### src/rtl/core/page_frame_manager_lru_assert.svh
// Assertion macros for the page frame manager.
`ifndef PAGE_FRAME_MANAGER_LRU_ASSERT_SVH
`define PAGE_FRAME_MANAGER_LRU_ASSERT_SVH

// Same-cycle implication, sampled on the rising clock, off during reset.
`define PFM_ASSERT_IMP(lbl, ante, cons, msg) \
  lbl: assert property (@(posedge clk_i) disable iff (!rst_ni) (ante) |-> (cons)) \
    else $error(msg);

// Next-cycle implication.
`define PFM_ASSERT_NXT(lbl, ante, cons, msg) \
  lbl: assert property (@(posedge clk_i) disable iff (!rst_ni) (ante) |=> (cons)) \
    else $error(msg);

`endif

### src/rtl/core/pfm_pkg.sv
`default_nettype none
package pfm_pkg;

  localparam int unsigned FRAME_OUT_W = 4;

  typedef enum logic [2:0] {
    KIND_FETCH  = 3'd0,
    KIND_UNPIN  = 3'd1,
    KIND_NEW    = 3'd2,
    KIND_DELETE = 3'd3,
    KIND_FLUSH  = 3'd4
  } kind_e;

  typedef enum logic [2:0] {
    ST_OK        = 3'd0,
    ST_NOT_RES   = 3'd1,
    ST_NOT_PIN   = 3'd2,
    ST_NO_FRAME  = 3'd3,
    ST_PINNED    = 3'd4,
    ST_PIN_FULL  = 3'd5
  } status_e;

  typedef enum logic [2:0] {
    S_IDLE,
    S_RD,
    S_CMP,
    S_CHK,
    S_VRD,
    S_EXEC
  } state_e;

  typedef struct packed {
    logic [2:0]  kind;
    logic [31:0] page_id;
    logic        dirty_mark;
  } pfm_in_t;

  typedef struct packed {
    logic [2:0]             status;
    logic [FRAME_OUT_W-1:0] frame;
    logic                   hit;
    logic                   load_needed;
    logic                   zero_needed;
    logic                   writeback_needed;
    logic [31:0]            writeback_page;
    logic [FRAME_OUT_W-1:0] writeback_frame;
  } pfm_out_t;

  typedef struct packed {
    logic rm;
    logic app;
  } lru_op_t;

endpackage
`default_nettype wire

### src/rtl/core/pfm_ram.sv
`default_nettype none
module pfm_ram #(
  parameter int unsigned WIDTH = 32,
  parameter int unsigned DEPTH = 16,
  localparam int unsigned AW = (DEPTH > 1) ? $clog2(DEPTH) : 1
) (
  input  wire logic                   clk_i,
  input  wire logic                   we_i,
  input  wire logic [AW-1:0]          waddr_i,
  input  wire logic [WIDTH-1:0]       wdata_i,
  input  wire logic [AW-1:0]          raddr_i,
  output logic      [WIDTH-1:0]       rdata_o
);
  logic [WIDTH-1:0] mem_q [DEPTH];

  always_ff @(posedge clk_i) begin
    if (we_i) begin
      mem_q[waddr_i] <= wdata_i;
    end
    rdata_o <= mem_q[raddr_i];
  end
endmodule
`default_nettype wire

### src/rtl/core/pfm_lru.sv
`default_nettype none
module pfm_lru import pfm_pkg::*; #(
  parameter int unsigned FRAMES = 16,
  localparam int unsigned FW = (FRAMES > 1) ? $clog2(FRAMES) : 1,
  localparam int unsigned CW = $clog2(FRAMES + 1)
) (
  input  wire logic              clk_i,
  input  wire logic              rst_ni,
  input  wire lru_op_t           op_i,
  input  wire logic [FW-1:0]     frame_i,
  output logic [FW-1:0]          head_o,
  output logic [CW-1:0]          len_o,
  output logic [FRAMES-1:0]      in_lru_o
);
  logic [FW-1:0]     nxt_q [FRAMES];
  logic [FW-1:0]     prv_q [FRAMES];
  logic [FW-1:0]     head_q, tail_q;
  logic [CW-1:0]     len_q;
  logic [FRAMES-1:0] in_q;
  logic [FW-1:0]     p, n;

  assign p        = prv_q[frame_i];
  assign n        = nxt_q[frame_i];
  assign head_o   = head_q;
  assign len_o    = len_q;
  assign in_lru_o = in_q;

  always_ff @(posedge clk_i or negedge rst_ni) begin
    if (!rst_ni) begin
      in_q  <= '0;
      len_q <= '0;
    end else if (op_i.rm) begin
      in_q[frame_i] <= 1'b0;
      len_q         <= len_q - 1'b1;
    end else if (op_i.app) begin
      in_q[frame_i] <= 1'b1;
      len_q         <= len_q + 1'b1;
    end
  end

  // unlink or link at the tail
  always_ff @(posedge clk_i) begin
    if (op_i.rm) begin
      if (head_q == frame_i) begin
        head_q <= n;
      end else begin
        nxt_q[p] <= n;
      end
      if (tail_q == frame_i) begin
        tail_q <= p;
      end else begin
        prv_q[n] <= p;
      end
    end else if (op_i.app) begin
      if (len_q == '0) begin
        head_q <= frame_i;
      end else begin
        nxt_q[tail_q] <= frame_i;
      end
      prv_q[frame_i] <= tail_q;
      tail_q         <= frame_i;
    end
  end
endmodule
`default_nettype wire

### src/rtl/core/page_frame_manager_lru.sv
`default_nettype none
// Page frame manager with LRU replacement. One command is taken at a time.
// The page lookup scans the frames with a single 32-bit comparator fed by the
// resident-page RAM, a read state and a compare state per frame, stopping at
// the first match; a command then passes a decision state, a victim-read
// state when a frame is evicted, and an execute state that waits while the
// output register holds a stalled result. The result sits in an output
// register, so the next command can be taken while it waits for transfer.
// Unused LRU links and resident pages need no reset; there is no clearing pass.
module page_frame_manager_lru import pfm_pkg::*; #(
  parameter int unsigned FRAMES  = 16,
  parameter int unsigned PIN_MAX = 255
) (
  input  wire logic     clk_i,
  input  wire logic     rst_ni,
  input  wire logic     in_valid_i,
  output logic          in_stall_o,
  input  wire pfm_in_t  in_data_i,
  output logic          out_valid_o,
  input  wire logic     out_stall_i,
  output pfm_out_t      out_data_o
);
  localparam int unsigned FW = (FRAMES > 1) ? $clog2(FRAMES) : 1;
  localparam int unsigned CW = $clog2(FRAMES + 1);
  localparam int unsigned PW = $clog2(PIN_MAX + 1);

  state_e          state_q, state_d;
  pfm_in_t         cmd_q;
  logic [CW-1:0]   idx_q, idx_d;
  logic            found_q, found_d;
  logic [FW-1:0]   f_q, f_d;
  logic            out_valid_q;
  pfm_out_t        out_q;
  logic [31:0]     hit_cnt_q, miss_cnt_q;
  logic [FRAMES-1:0] valid_q, dirty_q;
  logic [PW-1:0]   pin_q [FRAMES];
  logic [FW-1:0]   fs_q [FRAMES];
  logic [CW-1:0]   fcnt_q;

  logic [FW-1:0]   raddr;
  logic [31:0]     rdata;
  logic            ram_we;
  logic [FW-1:0]   head;
  logic [CW-1:0]   lru_len;
  logic [FRAMES-1:0] in_lru;
  lru_op_t         lru_op;
  logic [FW-1:0]   lru_f;

  logic            go;
  pfm_out_t        res;
  logic            wr;
  logic [FW-1:0]   tgt;
  logic            nv, nd;
  logic [PW-1:0]   np;
  logic            pop, push, hit_inc, miss_inc;
  logic            tk_ok, tk_vic;
  logic [FW-1:0]   tk_f;
  logic [CW-1:0]   fm1;

  pfm_ram #(.WIDTH(32), .DEPTH(FRAMES)) u_page_ram (
    .clk_i   (clk_i),
    .we_i    (ram_we),
    .waddr_i (tgt),
    .wdata_i (cmd_q.page_id),
    .raddr_i (raddr),
    .rdata_o (rdata)
  );

  pfm_lru #(.FRAMES(FRAMES)) u_lru (
    .clk_i    (clk_i),
    .rst_ni   (rst_ni),
    .op_i     (lru_op),
    .frame_i  (lru_f),
    .head_o   (head),
    .len_o    (lru_len),
    .in_lru_o (in_lru)
  );

  assign in_stall_o  = (state_q != S_IDLE);
  assign out_valid_o = out_valid_q;
  assign out_data_o  = out_q;
  assign go          = (state_q == S_EXEC) && (!out_valid_q || !out_stall_i);
  assign raddr       = (state_q == S_RD) ? idx_q[FW-1:0] : head;
  assign fm1         = fcnt_q - 1'b1;

  always_comb begin
    tk_ok  = 1'b0;
    tk_vic = 1'b0;
    tk_f   = head;
    if (fcnt_q != '0) begin
      tk_ok = 1'b1;
      tk_f  = fs_q[fm1[FW-1:0]];
    end else if (lru_len != '0) begin
      tk_ok  = 1'b1;
      tk_vic = 1'b1;
    end
  end

  always_comb begin
    state_d = state_q;
    idx_d   = idx_q;
    found_d = found_q;
    f_d     = f_q;
    unique case (state_q)
      S_IDLE: begin
        if (in_valid_i) begin
          state_d = S_RD;
          idx_d   = '0;
          found_d = 1'b0;
          f_d     = '0;
        end
      end
      S_RD: state_d = S_CMP;
      S_CMP: begin
        if (valid_q[idx_q[FW-1:0]] && (rdata == cmd_q.page_id)) begin
          found_d = 1'b1;
          f_d     = idx_q[FW-1:0];
          state_d = S_CHK;
        end else if (idx_q == CW'(FRAMES - 1)) begin
          state_d = S_CHK;
        end else begin
          idx_d   = idx_q + 1'b1;
          state_d = S_RD;
        end
      end
      S_CHK: begin
        if (!found_q && tk_vic &&
            ((cmd_q.kind == KIND_FETCH) || (cmd_q.kind == KIND_NEW))) begin
          state_d = S_VRD;
        end else begin
          state_d = S_EXEC;
        end
      end
      S_VRD: state_d = S_EXEC;
      S_EXEC: begin
        if (go) begin
          state_d = S_IDLE;
        end
      end
      default: state_d = S_IDLE;
    endcase
  end

  always_comb begin
    res      = '0;
    wr       = 1'b0;
    tgt      = f_q;
    nv       = valid_q[f_q];
    nd       = dirty_q[f_q];
    np       = pin_q[f_q];
    ram_we   = 1'b0;
    pop      = 1'b0;
    push     = 1'b0;
    hit_inc  = 1'b0;
    miss_inc = 1'b0;
    lru_op   = '0;
    lru_f    = f_q;
    case (cmd_q.kind) inside
      KIND_FETCH, KIND_NEW: begin
        if (found_q) begin
          if ((cmd_q.kind == KIND_FETCH) && (pin_q[f_q] >= PW'(PIN_MAX))) begin
            res.status = ST_PIN_FULL;
          end else if ((cmd_q.kind == KIND_NEW) && (pin_q[f_q] != '0)) begin
            res.status = ST_PINNED;
          end else begin
            wr        = 1'b1;
            lru_op.rm = in_lru[f_q];
            res.frame = FRAME_OUT_W'(f_q);
            if (cmd_q.kind == KIND_FETCH) begin
              hit_inc = 1'b1;
              np      = pin_q[f_q] + 1'b1;
              res.hit = 1'b1;
            end else begin
              ram_we          = 1'b1;
              nv              = 1'b1;
              np              = PW'(1);
              nd              = 1'b1;
              res.zero_needed = 1'b1;
            end
          end
        end else begin
          miss_inc = (cmd_q.kind == KIND_FETCH);
          if (!tk_ok) begin
            res.status = ST_NO_FRAME;
          end else begin
            pop    = !tk_vic;
            tgt    = tk_f;
            wr     = 1'b1;
            ram_we = 1'b1;
            nv     = 1'b1;
            np     = PW'(1);
            nd     = (cmd_q.kind == KIND_NEW);
            res.frame       = FRAME_OUT_W'(tk_f);
            res.load_needed = (cmd_q.kind == KIND_FETCH);
            res.zero_needed = (cmd_q.kind == KIND_NEW);
            if (tk_vic) begin
              lru_op.rm = 1'b1;
              lru_f     = tk_f;
              if (dirty_q[tk_f]) begin
                res.writeback_needed = 1'b1;
                res.writeback_page   = rdata;
                res.writeback_frame  = FRAME_OUT_W'(tk_f);
              end
            end
          end
        end
      end
      KIND_UNPIN: begin
        if (!found_q) begin
          res.status = ST_NOT_RES;
        end else if (pin_q[f_q] == '0) begin
          res.status = ST_NOT_PIN;
        end else begin
          wr         = 1'b1;
          nd         = dirty_q[f_q] | cmd_q.dirty_mark;
          np         = pin_q[f_q] - 1'b1;
          lru_op.app = (pin_q[f_q] == PW'(1));
          res.frame  = FRAME_OUT_W'(f_q);
        end
      end
      KIND_DELETE: begin
        if (found_q) begin
          if (pin_q[f_q] != '0) begin
            res.status = ST_PINNED;
          end else begin
            lru_op.rm = in_lru[f_q];
            wr        = 1'b1;
            nv        = 1'b0;
            nd        = 1'b0;
            np        = '0;
            push      = (fcnt_q < CW'(FRAMES));
          end
        end
      end
      KIND_FLUSH: begin
        if (!found_q) begin
          res.status = ST_NOT_RES;
        end else begin
          res.frame = FRAME_OUT_W'(f_q);
          if (dirty_q[f_q]) begin
            wr                   = 1'b1;
            nd                   = 1'b0;
            res.writeback_needed = 1'b1;
            res.writeback_page   = cmd_q.page_id;
            res.writeback_frame  = FRAME_OUT_W'(f_q);
          end
        end
      end
      default: ;
    endcase
    if (!go) begin
      wr       = 1'b0;
      ram_we   = 1'b0;
      pop      = 1'b0;
      push     = 1'b0;
      hit_inc  = 1'b0;
      miss_inc = 1'b0;
      lru_op   = '0;
    end
  end

  always_ff @(posedge clk_i or negedge rst_ni) begin
    if (!rst_ni) begin
      state_q     <= S_IDLE;
      out_valid_q <= 1'b0;
      found_q     <= 1'b0;
      hit_cnt_q   <= '0;
      miss_cnt_q  <= '0;
      valid_q     <= '0;
      dirty_q     <= '0;
      fcnt_q      <= CW'(FRAMES);
      for (int i = 0; i < FRAMES; i++) begin
        pin_q[i] <= '0;
        fs_q[i]  <= FW'(FRAMES - 1 - i);
      end
    end else begin
      state_q <= state_d;
      found_q <= found_d;
      if (go) begin
        out_valid_q <= 1'b1;
      end else if (!out_stall_i) begin
        out_valid_q <= 1'b0;
      end
      if (hit_inc) begin
        hit_cnt_q <= hit_cnt_q + 1'b1;
      end
      if (miss_inc) begin
        miss_cnt_q <= miss_cnt_q + 1'b1;
      end
      if (wr) begin
        valid_q[tgt] <= nv;
        dirty_q[tgt] <= nd;
        pin_q[tgt]   <= np;
      end
      if (pop) begin
        fcnt_q <= fm1;
      end else if (push) begin
        fs_q[fcnt_q[FW-1:0]] <= f_q;
        fcnt_q               <= fcnt_q + 1'b1;
      end
    end
  end

  always_ff @(posedge clk_i) begin
    idx_q <= idx_d;
    f_q   <= f_d;
    if (in_valid_i && !in_stall_o) begin
      cmd_q <= in_data_i;
    end
    if (go) begin
      out_q <= res;
    end
  end

`include "page_frame_manager_lru_assert.svh"

  `PFM_ASSERT_IMP(a_frames_disjoint, 1'b1,
    ({1'b0, fcnt_q} + {1'b0, lru_len}) <= (CW + 1)'(FRAMES),
    "free and LRU frames exceed frame count")
  `PFM_ASSERT_NXT(a_accept_busy, in_valid_i && !in_stall_o, state_q == S_RD,
    "accepted command did not start lookup")
  `PFM_ASSERT_IMP(a_err_clean, out_valid_o && (out_data_o.status != ST_OK),
    (out_data_o.frame == '0) && !out_data_o.writeback_needed && !out_data_o.hit,
    "error result carries payload")

endmodule
`default_nettype wire

### config.mk
export PLATFORM = sky130hd
export DESIGN_NAME = page_frame_manager_lru
export DESIGN_NICKNAME = d
export VERILOG_FILES = /design/src/rtl/core/pfm_pkg.sv /design/src/rtl/core/pfm_ram.sv /design/src/rtl/core/pfm_lru.sv /design/src/rtl/core/page_frame_manager_lru.sv
export VERILOG_INCLUDE_DIRS = /design/src /design/src/rtl/core
export SDC_FILE = /design/constraint.sdc
export NUM_CORES = 1
export LEC_CHECK = 0
export BUFFER_PORTS_ARGS = -buffer_cell sky130_fd_sc_hd__buf_2
export CAP_MARGIN = 20
export CORE_AREA = 2 2 387 389
export DETAILED_ROUTE_END_ITERATION = 7
export DIE_AREA = 0 0 389 391
export PLACE_DENSITY = 0.47
export SETUP_SLACK_MARGIN = 0.2
export SLEW_MARGIN = 15
export SYNTH_ARGS = -nofsm -noshare
export SYNTH_HDL_FRONTEND = slang
export SYNTH_SLANG_ARGS = --single-unit
### constraint.sdc
create_clock -name clk_i -period 6.2 [get_ports clk_i]
set_clock_uncertainty 0.05 [all_clocks]
set_input_delay 1.24 -clock clk_i [delete_from_list [all_inputs] [get_ports clk_i]]
set_output_delay 1.24 -clock clk_i [all_outputs]
set_load 0.1 [all_outputs]
==> reports/qor.yml <==
layout:
  final_nets: 2949
  layout_common_cells: "edfxtp_1 (740), nand2_1 (263), dfrtp_1 (222)"
  drive_gt1_share_pct: 28.72
  final_common_cell: "edfxtp_1"
  areaGrowthSynthToFinish_pct: 16.29
  utilization_pct: 34.48
  fin_cells: 4935
  antenna_cells: 0
pwr:
  p_seq_share_pct: 42.2
  pwr_density_cell_nw_per_um2: 390.0
  vdd_ir_drop_max_mv: 0.2839
  combPwrFrac_pct: 23.1
  power.leakage_nw: 18.46
  switching_share_pct: 31.63
  switchingPower_w: 0.006317
  pwr-share-clk_pct: 34.7
  intPower_w: 0.01366
floorplan:
  row_count: 142
  fp.coreArea_um2: 148500
  dieArea_um2: 152100
  io_pins: 89
  die_h_um: 391
  die_w_um: 389
  initial_core_util_pct: 29.65
critical_path:
  worst_setup_path_start_kind: "flop"
  crit_family: "simple AND/OR/NAND/NOR gates"
  crit_fanout: 18
  endpoint_kind: "flop"
  cpMostUsedCell: "nor3_1"
  critPathMaxStageDelay_ns: 0.98
  cp_num_buf_inv: 1
  worstPathRequired_ns: 6.53
  crit_arrival_ns: 5.77
  crit_slowest_cell: "edfxtp_1"
  critical_path_class: "flop to flop"
  crit_chain: "mux2i_1 > and2_1 > o41ai_2 > inv_1 > ha_1 > nand2b_1 > nor2_1 > nand4_1 > or3_1 > or2_2 > nor3_1 > nor3_4 > nor3_1"
clock_tree:
  clk_latency_ns: 0.75
  cts.sinks: 1027
  cts.path.max_buffers: 3
  clk_pin_slew_ns: 0.06
  tritoncts: "built"
  postCtsSetupRepairBufs: 0
  h-tree-depth: 3
  cts_buffers: 111
  cts-resized-gates: 0
  holdBufCountCts: 0
  cts_root_buffer: "clkbuf_16"
grt:
  grt_pass1_wl_mm: 181.2
  grt_pass1_vias: 26230
  grt_max_degree: 168
  overflow: 0
  antenna_found_initial: 0
  track_usage_pct: 15.97
timing:
  rsz0062_at_grt: "false"
  drv_slew: 0
  setup_tns_ns: 0
  finalHoldViolCount: 0
  timing.fmax_mhz: 183.8
  min_period_over_period_pct: 87.74
  setup_viol: 0
  slew-limit-headroom_pct: 29.80
  worst_slew_pin_slew_ns: 1.053
  period_needed_ns: 5.440
synth:
  synth_edf_count: 740
  syn_avg_cell_area_um2: 16.07
  synthAdderAreaFrac_pct: 0.4716
  synthDistinctLibCells: 107
  yosys.area_share.simple_pct: 7.099
  synth_compound_area_share_pct: 6.233
  synth_top_family_by_area: "multiplexers"
  synth_xor_area_share_pct: 1.014
  synth_warnings: 0
  netlist_instances: 2740
  netlist_area_um2: 44040
  yosys-mux-area-fraction_pct: 16.54
  synth-seq-cells: 1027
  syn_nets: 2796
  async_flop_share_pct: 24.83
  synth_flop_cell: "edfxtp_1"
  ys_seq_area_share_pct: 66.49
route:
  post_drt_wl_per_cell_um: 24.78
  first_pass_iters: 5
  post_drt_via_cell_ratio: 5.090
  wl_mm: 122.3
  ant_nets: 0
  via_count: 25120
  drtIter0Drc: 1907
  drcViolationCount: 0
outcome:
  outcome: "finished clean"
placed_design:
  dp_cells: 4724
  dpl.hpwl_mm: 78.98
  place.gp.congestion: 0.8658
  port_buffers: 88
worst_hold_path:
  hp-class: "flop to flop"
job:
  maxCapViolCount: 0
path summary, 6_finish.rpt:
| check | from | endpoint | slack [ns] | cells past startpoint |
|---|---|---|---|---|
| worst max-delay path | f_q[0]$_SDFFCE_PN0P_ | u_lru.nxt_q[0][2]$_DFFE_PP_ | 0.76 | 13 |
| worst min-delay path | fs_q[20]$_DFFE_PN1P_ | fs_q[20]$_DFFE_PN1P_ | 0.43 | 2 |
| worst max register to register | f_q[0]$_SDFFCE_PN0P_ | u_lru.nxt_q[0][2]$_DFFE_PP_ | 0.76 | 13 |
| worst min register to register | fs_q[20]$_DFFE_PN1P_ | fs_q[20]$_DFFE_PN1P_ | 0.43 | 2 |
| max in group asynchronous | rst_ni | pin_q[21]$_DFFE_PN0P_ | 4.13 | 2 |
| min in group asynchronous | rst_ni | out_valid_o$_DFFE_PN0P_ | 0.50 | 1 |
sequential cells by signal, summed over array words and instances, names as in the netlist, 5 cells and up, named ones only:
register            count
u_page_ram.mem_q      512
pin_q                 128
fs_q                   64
u_lru.nxt_q            64
u_lru.prv_q            64
out_data_o             47
cmd_q                  36
u_page_ram.rdata_o     32
dirty_q                16
valid_q                16
fcnt_q                  5
idx_q                   5
u_lru.len_o             5
area by class of cell:
type                    instances  area, µm²
repair buffers                199       1439
well taps                    1944       2432
clock buffers                 134       2964
flip-flops and latches       1027      29280
clock inverters                77      929.6
fillers                     14160      97320
inverters                      35      131.4
multi-input cells            1519      14030
cell usage after synthesis, drive strengths merged (40+ instances only):
master / count / share of area (%)
a211oi: 65 / 1.1
a21oi: 84 / 0.99
a31oi: 40 / 0.60
and2: 44 / 0.62
buf: 84 / 1.2
clkbuf: 75 / 0.65
dfrtp: 222 / 13
edfxtp: 740 / 50
mux2: 186 / 5.3
mux2i: 66 / 1.5
mux4: 190 / 9.8
nand2: 263 / 2.2
nor2: 98 / 0.95
nor3: 48 / 0.63
o21ai: 89 / 1.0
xnor2: 41 / 0.82
per-stage QoR:
step	area, µm²	worst slack [ns]	total power, W	hold WS, ns
finish	51220	0.7601	0.01997	0.4275
global route	51220	0.2802	0.02081	0.4395
CTS	51210	0.7465	0.02023	0.4320
detailed placement	47320	0.7490	0.01323	0.4186
global placement	47290	0.8111	0.01318	0.4071
floorplan	44040	1.018	0.01142	0.3946
per-layer routing:
metal  vias to the layer above  share of wire [%]  track usage (%)
met5                         -                  0                0
met4                         0                2.8            5.018
met3                       184                4.5            2.502
met2                       673                 48            26.35
met1                     13250                 44            21.60
li1                      11010                  -                -
tightest hold or removal path: stages (launching register included):
cell and delay (ns):
dfstp_2 0.37, nand2_1 0.04, o21ai_0 0.06
cells by family after synthesis:
kind of cell	count (synthesis)
xor gates and xnor gates	51
adders and majority gates	16
and+or+nand+nor	607
AOI/OAI and AO/OA	403
DFF	1027
buffers and inverters	194
muxes	442
power groups by stage:
stage                     combinational [W]  sequential (W)  clock, W
after floorplan                     0.00282         0.00860         0
after global placement              0.00463         0.00855         0
after detailed placement            0.00466         0.00856         0
after CTS                           0.00468         0.00843   0.00711
after global routing                0.00495         0.00847   0.00739
final                               0.00461         0.00843   0.00694
No activity file was read; power rests on OpenSTA's default activity.
